**src/sv/unimx_pkg.sv**
```systemverilog
// ----------------------------------------------------------------------------
// unimx_pkg
// Shared types, field positions and codes for the universal machine
// execute core.
// ----------------------------------------------------------------------------
package unimx_pkg;

    localparam int DATA_W       = 32;
    localparam int REG_W        = 3;
    localparam int NUM_REGS_DEF = 8;
    localparam int FUNC_W       = 2;
    localparam int OP_W         = 4;
    localparam int OP_LSB       = 28;
    localparam int A_LSB        = 6;
    localparam int B_LSB        = 3;
    localparam int C_LSB        = 0;
    localparam int IMM_W        = 25;
    localparam int IMM_REG_LSB  = 25;
    localparam int STATUS_W     = 3;
    localparam int REQ_W        = 3;
    localparam int DIV_STEPS    = DATA_W;
    localparam int CNT_W        = $clog2(DIV_STEPS);

    localparam logic [DATA_W-1:0] CHAR_MAX = DATA_W'(255);

    // Item kinds.
    localparam logic [FUNC_W-1:0] FN_EXEC = 2'd0;
    localparam logic [FUNC_W-1:0] FN_RET  = 2'd1;
    localparam logic [FUNC_W-1:0] FN_CHAR = 2'd2;

    // Opcodes.
    localparam logic [OP_W-1:0] OP_CMOV  = 4'd0;
    localparam logic [OP_W-1:0] OP_LOAD  = 4'd1;
    localparam logic [OP_W-1:0] OP_STORE = 4'd2;
    localparam logic [OP_W-1:0] OP_ADD   = 4'd3;
    localparam logic [OP_W-1:0] OP_MUL   = 4'd4;
    localparam logic [OP_W-1:0] OP_DIV   = 4'd5;
    localparam logic [OP_W-1:0] OP_NAND  = 4'd6;
    localparam logic [OP_W-1:0] OP_HALT  = 4'd7;
    localparam logic [OP_W-1:0] OP_MAP   = 4'd8;
    localparam logic [OP_W-1:0] OP_UNMAP = 4'd9;
    localparam logic [OP_W-1:0] OP_OUT   = 4'd10;
    localparam logic [OP_W-1:0] OP_IN    = 4'd11;
    localparam logic [OP_W-1:0] OP_PROG  = 4'd12;
    localparam logic [OP_W-1:0] OP_IMM   = 4'd13;

    // Status codes.
    localparam logic [STATUS_W-1:0] ST_OK    = 3'd0;
    localparam logic [STATUS_W-1:0] ST_HALT  = 3'd1;
    localparam logic [STATUS_W-1:0] ST_BADOP = 3'd2;
    localparam logic [STATUS_W-1:0] ST_BADIN = 3'd3;
    localparam logic [STATUS_W-1:0] ST_DIVZ  = 3'd4;

    // Request codes.
    localparam logic [REQ_W-1:0] RQ_NONE  = 3'd0;
    localparam logic [REQ_W-1:0] RQ_LOAD  = 3'd1;
    localparam logic [REQ_W-1:0] RQ_STORE = 3'd2;
    localparam logic [REQ_W-1:0] RQ_MAP   = 3'd3;
    localparam logic [REQ_W-1:0] RQ_UNMAP = 3'd4;
    localparam logic [REQ_W-1:0] RQ_OUT   = 3'd5;
    localparam logic [REQ_W-1:0] RQ_IN    = 3'd6;
    localparam logic [REQ_W-1:0] RQ_PROG  = 3'd7;

    typedef struct packed {
        logic capture;
        logic rd_bc;
        logic rd_a;
        logic exec;
        logic div_step;
        logic div_last;
        logic load_out;
    } t_cmd;

    typedef struct packed {
        logic is_store;
        logic div_run;
    } t_stat;

    typedef struct packed {
        logic [STATUS_W-1:0] status;
        logic [REQ_W-1:0]    request;
        logic [DATA_W-1:0]   req_segment;
        logic [DATA_W-1:0]   req_offset;
        logic [DATA_W-1:0]   req_value;
        logic [REG_W-1:0]    req_reg;
        logic                pc_load;
        logic [DATA_W-1:0]   new_pc;
    } t_result;

endpackage

```
**src/sv/unimx_dp.sv**
```systemverilog
// ----------------------------------------------------------------------------
// unimx_dp
// Datapath: item registers, register file, ALU, bit-serial divider and
// result/output registers.
// ----------------------------------------------------------------------------
module unimx_dp
    import unimx_pkg::*;
#(
    parameter int NUM_REGS = NUM_REGS_DEF
) (
    input  logic                i_clk,
    input  logic                i_rst_n,
    input  logic [FUNC_W-1:0]   i_func,
    input  logic [DATA_W-1:0]   i_instruction,
    input  logic [REG_W-1:0]    i_dest_reg,
    input  logic [DATA_W-1:0]   i_return_value,
    input  t_cmd                i_cmd,
    output t_stat               o_stat,
    output t_result             o_res
);

    logic [FUNC_W-1:0]  r_func;
    logic [DATA_W-1:0]  r_ins;
    logic [REG_W-1:0]   r_dest;
    logic [DATA_W-1:0]  r_rv;

    logic [DATA_W-1:0]  r_regs [NUM_REGS];
    logic [NUM_REGS-1:0] r_vld;

    logic [DATA_W-1:0]  r_rb, r_rc, r_ra;
    logic               r_rb_v, r_rc_v, r_ra_v;
    logic [DATA_W-1:0]  r_quo, r_rem;
    t_result            r_res, r_out;
    t_result            n_res;

    logic [OP_W-1:0]    op;
    logic [REG_W-1:0]   ra_idx, rb_idx, rc_idx;
    logic [DATA_W-1:0]  rb, rc, ra;
    logic [DATA_W-1:0]  prod;
    logic [DATA_W:0]    rem_sh;
    logic [DATA_W+1:0]  diff;
    logic               take;
    logic [DATA_W-1:0]  n_rem, n_quo;
    logic               ex_en, wr_en;
    logic [REG_W-1:0]   ex_addr, wr_addr;
    logic [DATA_W-1:0]  ex_data, wr_data;

    assign op     = r_ins[OP_LSB +: OP_W];
    assign ra_idx = r_ins[A_LSB +: REG_W];
    assign rb_idx = r_ins[B_LSB +: REG_W];
    assign rc_idx = r_ins[C_LSB +: REG_W];

    // Entries never written read as zero.
    assign rb = r_rb_v ? r_rb : '0;
    assign rc = r_rc_v ? r_rc : '0;
    assign ra = r_ra_v ? r_ra : '0;

    // Only the low half of the product is kept, so the multiply wraps.
    assign prod = rb * rc;

    assign o_stat.is_store = (r_func == FN_EXEC) && (op == OP_STORE);
    assign o_stat.div_run  = (r_func == FN_EXEC) && (op == OP_DIV) && (rc != '0);

    // One quotient bit per cycle, restoring form.
    assign rem_sh = {r_rem, r_quo[DATA_W-1]};
    assign diff   = {1'b0, rem_sh} - {2'b00, rc};
    assign take   = !diff[DATA_W+1];
    assign n_rem  = take ? diff[DATA_W-1:0] : rem_sh[DATA_W-1:0];
    assign n_quo  = {r_quo[DATA_W-2:0], take};

    always_comb begin
        n_res   = '0;
        ex_en   = 1'b0;
        ex_addr = r_dest;
        ex_data = r_rv;
        unique case (r_func)
            FN_RET: begin
                ex_en = 1'b1;
            end
            FN_CHAR: begin
                if (r_rv == '1 || r_rv <= CHAR_MAX) begin
                    ex_en = 1'b1;
                end else begin
                    n_res.status = ST_BADIN;
                end
            end
            FN_EXEC: begin
                ex_addr = ra_idx;
                unique case (op)
                    OP_CMOV: begin
                        ex_en   = (rc != '0);
                        ex_data = rb;
                    end
                    OP_LOAD: begin
                        n_res.request     = RQ_LOAD;
                        n_res.req_segment = rb;
                        n_res.req_offset  = rc;
                        n_res.req_reg     = ra_idx;
                    end
                    OP_STORE: begin
                        n_res.request     = RQ_STORE;
                        n_res.req_segment = ra;
                        n_res.req_offset  = rb;
                        n_res.req_value   = rc;
                    end
                    OP_ADD: begin
                        ex_en   = 1'b1;
                        ex_data = rb + rc;
                    end
                    OP_MUL: begin
                        ex_en   = 1'b1;
                        ex_data = prod;
                    end
                    OP_DIV: begin
                        // The quotient is written when the divider finishes.
                        if (rc == '0) begin
                            n_res.status = ST_DIVZ;
                        end
                    end
                    OP_NAND: begin
                        ex_en   = 1'b1;
                        ex_data = ~(rb & rc);
                    end
                    OP_HALT: begin
                        n_res.status = ST_HALT;
                    end
                    OP_MAP: begin
                        n_res.request   = RQ_MAP;
                        n_res.req_value = rc;
                        n_res.req_reg   = rb_idx;
                    end
                    OP_UNMAP: begin
                        n_res.request     = RQ_UNMAP;
                        n_res.req_segment = rc;
                    end
                    OP_OUT: begin
                        n_res.request   = RQ_OUT;
                        n_res.req_value = rc;
                    end
                    OP_IN: begin
                        n_res.request = RQ_IN;
                        n_res.req_reg = rc_idx;
                    end
                    OP_PROG: begin
                        if (rb != '0) begin
                            n_res.request     = RQ_PROG;
                            n_res.req_segment = rb;
                        end
                        n_res.pc_load = 1'b1;
                        n_res.new_pc  = rc;
                    end
                    OP_IMM: begin
                        ex_en   = 1'b1;
                        ex_addr = r_ins[IMM_REG_LSB +: REG_W];
                        ex_data = DATA_W'(r_ins[IMM_W-1:0]);
                    end
                    default: begin
                        n_res.status = ST_BADOP;
                    end
                endcase
            end
            default: begin
            end
        endcase
    end

    always_comb begin
        wr_en   = 1'b0;
        wr_addr = ex_addr;
        wr_data = ex_data;
        priority if (i_cmd.div_last) begin
            wr_en   = 1'b1;
            wr_addr = ra_idx;
            wr_data = n_quo;
        end else if (i_cmd.exec) begin
            wr_en = ex_en;
        end
    end

    // Item capture.
    always_ff @(posedge i_clk) begin
        if (i_cmd.capture) begin
            r_func <= i_func;
            r_ins  <= i_instruction;
            r_dest <= i_dest_reg;
            r_rv   <= i_return_value;
        end
    end

    // Register file: one write port, reads registered.
    always_ff @(posedge i_clk) begin
        if (wr_en) begin
            r_regs[wr_addr] <= wr_data;
        end
        if (i_cmd.rd_bc) begin
            r_rb <= r_regs[rb_idx];
            r_rc <= r_regs[rc_idx];
        end
        if (i_cmd.rd_a) begin
            r_ra <= r_regs[ra_idx];
        end
    end

    always_ff @(posedge i_clk) begin
        if (!i_rst_n) begin
            r_vld  <= '0;
            r_rb_v <= 1'b0;
            r_rc_v <= 1'b0;
            r_ra_v <= 1'b0;
        end else begin
            if (wr_en) begin
                r_vld[wr_addr] <= 1'b1;
            end
            if (i_cmd.rd_bc) begin
                r_rb_v <= r_vld[rb_idx];
                r_rc_v <= r_vld[rc_idx];
            end
            if (i_cmd.rd_a) begin
                r_ra_v <= r_vld[ra_idx];
            end
        end
    end

    // Divider, result and output registers.
    always_ff @(posedge i_clk) begin
        if (i_cmd.exec) begin
            r_res <= n_res;
            r_quo <= rb;
            r_rem <= '0;
        end else if (i_cmd.div_step) begin
            r_quo <= n_quo;
            r_rem <= n_rem;
        end
        if (i_cmd.load_out) begin
            r_out <= r_res;
        end
    end

    assign o_res = r_out;

endmodule

```
**src/sv/unimx_ctrl.sv**
```systemverilog
// ----------------------------------------------------------------------------
// unimx_ctrl
// Controller: sequences capture, register reads, execute, the divide
// iterations and the hand-off into the output register.
// ----------------------------------------------------------------------------
module unimx_ctrl
    import unimx_pkg::*;
(
    input  logic  i_clk,
    input  logic  i_rst_n,
    input  logic  i_in_valid,
    output logic  o_in_stall,
    output logic  o_out_valid,
    input  logic  i_out_stall,
    input  t_stat i_stat,
    output t_cmd  o_cmd
);

    typedef enum logic [5:0] {
        S_IDLE = 6'b000001,
        S_RD   = 6'b000010,
        S_RDA  = 6'b000100,
        S_EXEC = 6'b001000,
        S_DIV  = 6'b010000,
        S_DONE = 6'b100000
    } t_state;

    localparam logic [CNT_W-1:0] CNT_LAST = CNT_W'(DIV_STEPS - 1);

    t_state           r_state, n_state;
    logic [CNT_W-1:0] r_cnt, n_cnt;
    logic             r_out_valid;
    logic             out_free;

    assign out_free    = !r_out_valid || !i_out_stall;
    assign o_in_stall  = (r_state != S_IDLE);
    assign o_out_valid = r_out_valid;

    always_comb begin
        o_cmd   = '0;
        n_state = r_state;
        n_cnt   = r_cnt;
        unique case (r_state)
            S_IDLE: begin
                if (i_in_valid) begin
                    o_cmd.capture = 1'b1;
                    n_state       = S_RD;
                end
            end
            S_RD: begin
                o_cmd.rd_bc = 1'b1;
                n_state     = i_stat.is_store ? S_RDA : S_EXEC;
            end
            S_RDA: begin
                o_cmd.rd_a = 1'b1;
                n_state    = S_EXEC;
            end
            S_EXEC: begin
                o_cmd.exec = 1'b1;
                if (i_stat.div_run) begin
                    n_state = S_DIV;
                    n_cnt   = '0;
                end else begin
                    n_state = S_DONE;
                end
            end
            S_DIV: begin
                o_cmd.div_step = 1'b1;
                if (r_cnt == CNT_LAST) begin
                    o_cmd.div_last = 1'b1;
                    n_state        = S_DONE;
                end else begin
                    n_cnt = r_cnt + 1'b1;
                end
            end
            S_DONE: begin
                // Hold the finished word until the output register frees up.
                if (out_free) begin
                    o_cmd.load_out = 1'b1;
                    n_state        = S_IDLE;
                end
            end
            default: begin
                n_state = S_IDLE;
            end
        endcase
    end

    always_ff @(posedge i_clk) begin
        if (!i_rst_n) begin
            r_state     <= S_IDLE;
            r_cnt       <= '0;
            r_out_valid <= 1'b0;
        end else begin
            r_state <= n_state;
            r_cnt   <= n_cnt;
            if (o_cmd.load_out) begin
                r_out_valid <= 1'b1;
            end else if (!i_out_stall) begin
                r_out_valid <= 1'b0;
            end
        end
    end

    a_accept_reads: assert property (@(posedge i_clk) disable iff (!i_rst_n)
        (r_state == S_IDLE) && i_in_valid |=> (r_state == S_RD))
        else $error("accepted word did not move to register read");

    a_div_counts: assert property (@(posedge i_clk) disable iff (!i_rst_n)
        (r_state == S_DIV) && (r_cnt != CNT_LAST)
        |=> (r_state == S_DIV) && (r_cnt == $past(r_cnt) + 1'b1))
        else $error("divide sequence left early or skipped a step");

    a_no_overwrite: assert property (@(posedge i_clk) disable iff (!i_rst_n)
        (r_state == S_DONE) && r_out_valid && i_out_stall |=> (r_state == S_DONE))
        else $error("result left done state while output word was stalled");

    a_out_from_done: assert property (@(posedge i_clk) disable iff (!i_rst_n)
        $rose(r_out_valid) |-> ($past(r_state) == S_DONE))
        else $error("output word raised outside done state");

endmodule

```
**src/sv/universal_machine_execute_core.sv**
```systemverilog
// ----------------------------------------------------------------------------
// universal_machine_execute_core
// Execute stage of a 32-bit universal machine with eight registers.
// ----------------------------------------------------------------------------
// Usage:
// The input channel (i_in_valid / o_in_stall) carries one word: an instruction
// to execute, a returned value to write back, or an input character to write
// back. The output channel (o_out_valid / i_out_stall) carries exactly one
// result word per input word: a status, an optional memory/IO request with
// segment, offset, value and target register, and an optional new program
// counter.
// Each word is captured, reads registers B and C (and A for a store), then
// executes; a divide with a nonzero divisor runs the divider before the
// result is loaded into the output register. The bit-serial divider retires
// one quotient bit per cycle, so a divide takes longest; a store takes longer
// than other words since it needs a third register read. One word is in
// flight at a time; the next is accepted once the previous result has been
// loaded into the output register, while it may still sit there stalled.
// Reset marks every register unwritten, so each reads as zero until written,
// and empties the output register. If the receiver stalls, the result word
// holds and the following word waits in its final state until it is free.
// ----------------------------------------------------------------------------
module universal_machine_execute_core
    import unimx_pkg::*;
#(
    parameter int NUM_REGS = NUM_REGS_DEF
) (
    input  logic                i_clk,
    input  logic                i_rst_n,
    input  logic                i_in_valid,
    output logic                o_in_stall,
    input  logic [FUNC_W-1:0]   i_func,
    input  logic [DATA_W-1:0]   i_instruction,
    input  logic [REG_W-1:0]    i_dest_reg,
    input  logic [DATA_W-1:0]   i_return_value,
    output logic                o_out_valid,
    input  logic                i_out_stall,
    output logic [STATUS_W-1:0] o_status,
    output logic [REQ_W-1:0]    o_request,
    output logic [DATA_W-1:0]   o_req_segment,
    output logic [DATA_W-1:0]   o_req_offset,
    output logic [DATA_W-1:0]   o_req_value,
    output logic [REG_W-1:0]    o_req_reg,
    output logic                o_pc_load,
    output logic [DATA_W-1:0]   o_new_pc
);

    t_cmd    cmd;
    t_stat   stat;
    t_result res;

    unimx_ctrl u_ctrl (
        .i_clk       (i_clk),
        .i_rst_n     (i_rst_n),
        .i_in_valid  (i_in_valid),
        .o_in_stall  (o_in_stall),
        .o_out_valid (o_out_valid),
        .i_out_stall (i_out_stall),
        .i_stat      (stat),
        .o_cmd       (cmd)
    );

    unimx_dp #(
        .NUM_REGS (NUM_REGS)
    ) u_dp (
        .i_clk          (i_clk),
        .i_rst_n        (i_rst_n),
        .i_func         (i_func),
        .i_instruction  (i_instruction),
        .i_dest_reg     (i_dest_reg),
        .i_return_value (i_return_value),
        .i_cmd          (cmd),
        .o_stat         (stat),
        .o_res          (res)
    );

    assign o_status      = res.status;
    assign o_request     = res.request;
    assign o_req_segment = res.req_segment;
    assign o_req_offset  = res.req_offset;
    assign o_req_value   = res.req_value;
    assign o_req_reg     = res.req_reg;
    assign o_pc_load     = res.pc_load;
    assign o_new_pc      = res.new_pc;

endmodule
```
**config.mk**
```make
export PLATFORM = sky130hd
export DESIGN_NAME = universal_machine_execute_core
export DESIGN_NICKNAME = d
export VERILOG_FILES = /design/src/sv/unimx_pkg.sv /design/src/sv/unimx_dp.sv /design/src/sv/unimx_ctrl.sv /design/src/sv/universal_machine_execute_core.sv
export SDC_FILE = /design/constraint.sdc
export NUM_CORES = 2
export LEC_CHECK = 0
export BUFFER_PORTS_ARGS = -buffer_cell sky130_fd_sc_hd__buf_4
export CAP_MARGIN = 20
export CELL_PAD_IN_SITES_DETAIL_PLACEMENT = 1
export CELL_PAD_IN_SITES_GLOBAL_PLACEMENT = 1
export CORE_AREA = 2 2 338 307
export CTS_CLUSTER_SIZE = 30
export DETAILED_ROUTE_END_ITERATION = 10
export DIE_AREA = 0 0 340 309
export GPL_TIMING_DRIVEN = 0
export PLACE_DENSITY = 0.79
export SLEW_MARGIN = 10
export SYNTH_ARGS = -nofsm -noshare
export SYNTH_HDL_FRONTEND = slang
export SYNTH_HIERARCHICAL = 1
export SYNTH_SLANG_ARGS = --single-unit
```
**constraint.sdc**
```tcl
create_clock -name i_clk -period 11.9 [get_ports i_clk]
set_input_delay 1.785 -clock i_clk [delete_from_list [all_inputs] [get_ports i_clk]]
set_output_delay 1.785 -clock i_clk [all_outputs]
set_load 0.01 [all_outputs]
```
==> reports/qor.csv <==
metric,value,unit
final setup fails,0,
HP Class,flop to flop,
nets,5332,
clock latency on the worst-skew pair,0.69,ns
Final Hold Fails,0,
global-route wire length before repair,301,mm
Crit Path Category,flop to flop,
clock sinks,784,
routability cong.,1.01,
Worst Path Required,12.31,ns
"most used cell, CP",fa_1,
Via Count,40200,
Worst setup SP type,flop,
Fillers,10200,
"Primary FF master, synth",edfxtp_1,
nature of the critical path endpoint,flop,
Avg WL per Cell,34.7,um
pre-CTS setup slack,0.0404,ns
largest net degree at the start of global routing,33,
ys async rst share,0,%
worst slew pin tran,1.28,ns
slew margin rel.,14.9,%
peak supply drop,0.148,mV
Mapped Area,52400,um^2
DP Wirelength,162,mm
"EDFF count, synth",729,
fin crit period,11.82,ns
post-synth net total,4981,
worst hold endpoint,u_dp/o_res[46],
synth warn,6,
vias in the first global route,42400,
synthesized flop and latch total,784,
Lkg Pwr,22.2,nW
Root Driver,clkbuf_16,
Buf/Inv on CP,7,
CTS Hold Bufs,0,
total gr overflow,0,
Hold Crit Depth,0,
hold_ws,0.411,ns
routed vias/inst,6.61,
area growth from synthesis to layout,13.2,%
Syn Inst Count,4309,
initial core utilization,51.8,%
PortBufs,212,
Slew Limit Fails,0,
First DRT Iteration DRCs,5386,
residual DRC count,0,
Hold Startpoint,u_dp/r_res[46],
Routed WL,211,mm
max_cap viols,0,
IO Pins,213,
pwr/cell area,109,nW/um^2
Pre-antenna DRT Iters,9,
CTS Buffer Depth,3,
sequential fraction of the synthesis area,43.9,%
worst reg-to-reg setup slack,0.08,ns
RSZ-0062 raised after global routing,no,
CP top delay family,adder cells,
Mean Syn Cell Area,12.2,um^2
Setup Skew,0.0384,ns
core area,101000,um^2
r2r worst-path depth,28,
Netlist cell types,88,
die span in x,340,um
clock slew at reported path FFs,0.06,ns
cts bufs inserted,82,
die area,105000,um^2
CTS H-tree lvls,3,
CTS tree,done,
max incr delay on CP,0.76,ns
Max Freq,84.6,MHz
Die Ht,309,um
CP max-delay cell,inv_1,
critical path arrival,12.23,ns
"commonest non-fill, non-tap cell in the layout",edfxtp_1,
crit share post-route,99.3,%
worst r2r src,u_dp/r_rb_v,
antenna-violating nets left,0,
Max Fanout on Critical Path,12,
PnR worst setup slack,0.0816,ns
gr usage total,40.4,%
# rows,111,
share of layout cells above drive strength 1,16.6,%
antenna violations before repair,6,
Crit Reg-Reg Endpoint,u_dp/r_regs[4][31],
"commonest cells after routing, fill and taps aside","edfxtp_1 (729), nor2_1 (575), inv_1 (455)",
status,"finished, final reports clean",
flip-flops by register name, indices dropped and copies added, names as in the netlist, 2 cells and up:
name and count:
u_dp/r_res 138, u_dp/r_ins 32, u_dp/r_regs 256, u_dp/r_rem 32, u_dp/r_quo 32, u_dp/r_rb 32
u_dp/o_res 138, u_dp/r_rc 32, u_dp/r_dest 3, u_dp/r_vld 8, u_dp/r_func 2, u_dp/r_rv 32
u_ctrl/r_cnt 5, u_dp/r_ra 32, u_ctrl/r_state 6
synth_stat cells, drive strengths merged (20+ instances only):
cell type / instances / area share [%]
a211oi: 36 / 0.52
a21o: 39 / 0.56
a21oi: 133 / 1.3
a222oi: 34 / 0.65
a22oi: 20 / 0.29
and2: 28 / 0.33
and3: 20 / 0.24
buf: 44 / 0.38
clkbuf: 211 / 1.5
dfxtp: 55 / 2.1
edfxtp: 729 / 42
fa: 410 / 16
ha: 189 / 4.5
inv: 461 / 3.3
mux2: 129 / 2.8
mux4: 198 / 8.5
nand2: 342 / 2.4
nand2b: 28 / 0.33
nand3: 23 / 0.22
nand4: 30 / 0.36
nor2: 579 / 4.2
nor3: 20 / 0.21
nor4: 29 / 0.35
o211ai: 24 / 0.34
o21a: 22 / 0.32
o21ai: 103 / 0.98
o22ai: 44 / 0.53
xnor2: 86 / 1.4
xor2: 25 / 0.42
per-stage QoR:
stage	utilization [%]	instance area [um^2]	total power, W	std cells	TNS (ns)
2_1_floorplan	-	52400	0.00357	4309	0
3_3_place_gp	55.0	55700	0.00382	5877	-99.58
3_5_place_dp	55.7	56400	0.00386	5917	0
4_1_cts	58.4	59200	0.00648	6066	0
5_1_grt	58.6	59300	0.00663	6081	0
6_report	58.6	59300	0.00649	6085	0
per-layer routing:
metal | wire (um) | track usage, % | vias up
li1 | - | - | 16000
met1 | 74700 | 50.3 | 20700
met2 | 97300 | 64.1 | 2818
met3 | 24100 | 9.86 | 761
met4 | 14900 | 24.6 | 8
met5 | 59 | 0 | -
where the power goes:
group / switching, W / internal (W) / leakage [nW]
clock network: 0.00114 / 0.00150 / 1.33
registers: 0.0000405 / 0.00306 / 6.93
logic: 0.000473 / 0.000273 / 14.0
total: 0.00166 / 0.00483 / 22.2
layout make-up:
cell class | instances | area (um^2) | area share, %
multi-input cells | 2795 | 26700 | 45.0
flip-flops and latches | 784 | 23000 | 38.7
repair buffers | 270 | 2440 | 4.11
clock buffers | 101 | 2150 | 3.63
inverters | 475 | 1790 | 3.02
well taps | 1356 | 1700 | 2.86
plain buffers | 252 | 978 | 1.65
clock inverters | 48 | 592 | 0.997
diodes | 4 | 10.0 | 0.0169
worst max path at each step:
stage | start | endpoint | slack [ns] | depth (start not counted)
finish | u_dp/r_rb_v | u_dp/r_regs[4][31] | 0.08 | 28
global placement | i_out_stall | u_dp/o_res[48] | -0.78 | 2
CTS | u_dp/r_rc_v | u_dp/r_regs[7][29] | 0.02 | 29
floorplan | i_out_stall | u_dp/o_res[0] | 2.78 | 1
detailed placement | u_dp/r_rc_v | u_dp/r_regs[2][29] | 0.04 | 29
global route | u_dp/r_rb_v | u_dp/r_regs[1][21] | 0.09 | 28
cells by family (layout without fill, tap and decap cells):
kind of cell | Yosys count | in the layout | share of synthesized area, %
AOI/OAI and AO/OA | 574 | 574 | 7.46
and+or+nand+nor | 1163 | 1163 | 9.56
DFF | 784 | 784 | 43.9
adders and majority gates | 599 | 599 | 20.2
other | 0 | 4 | 0
xor gates and xnor gates | 115 | 115 | 2.03
buffers and inverters | 730 | 1146 | 5.29
muxes | 344 | 344 | 11.6
repair_timing:
action	4_1_cts	5_1_grt
buffers inserted	0	0
endpoints found under the setup margin	0	32
gates resized for setup	0	3
No activity file was read; power rests on OpenSTA's default activity.
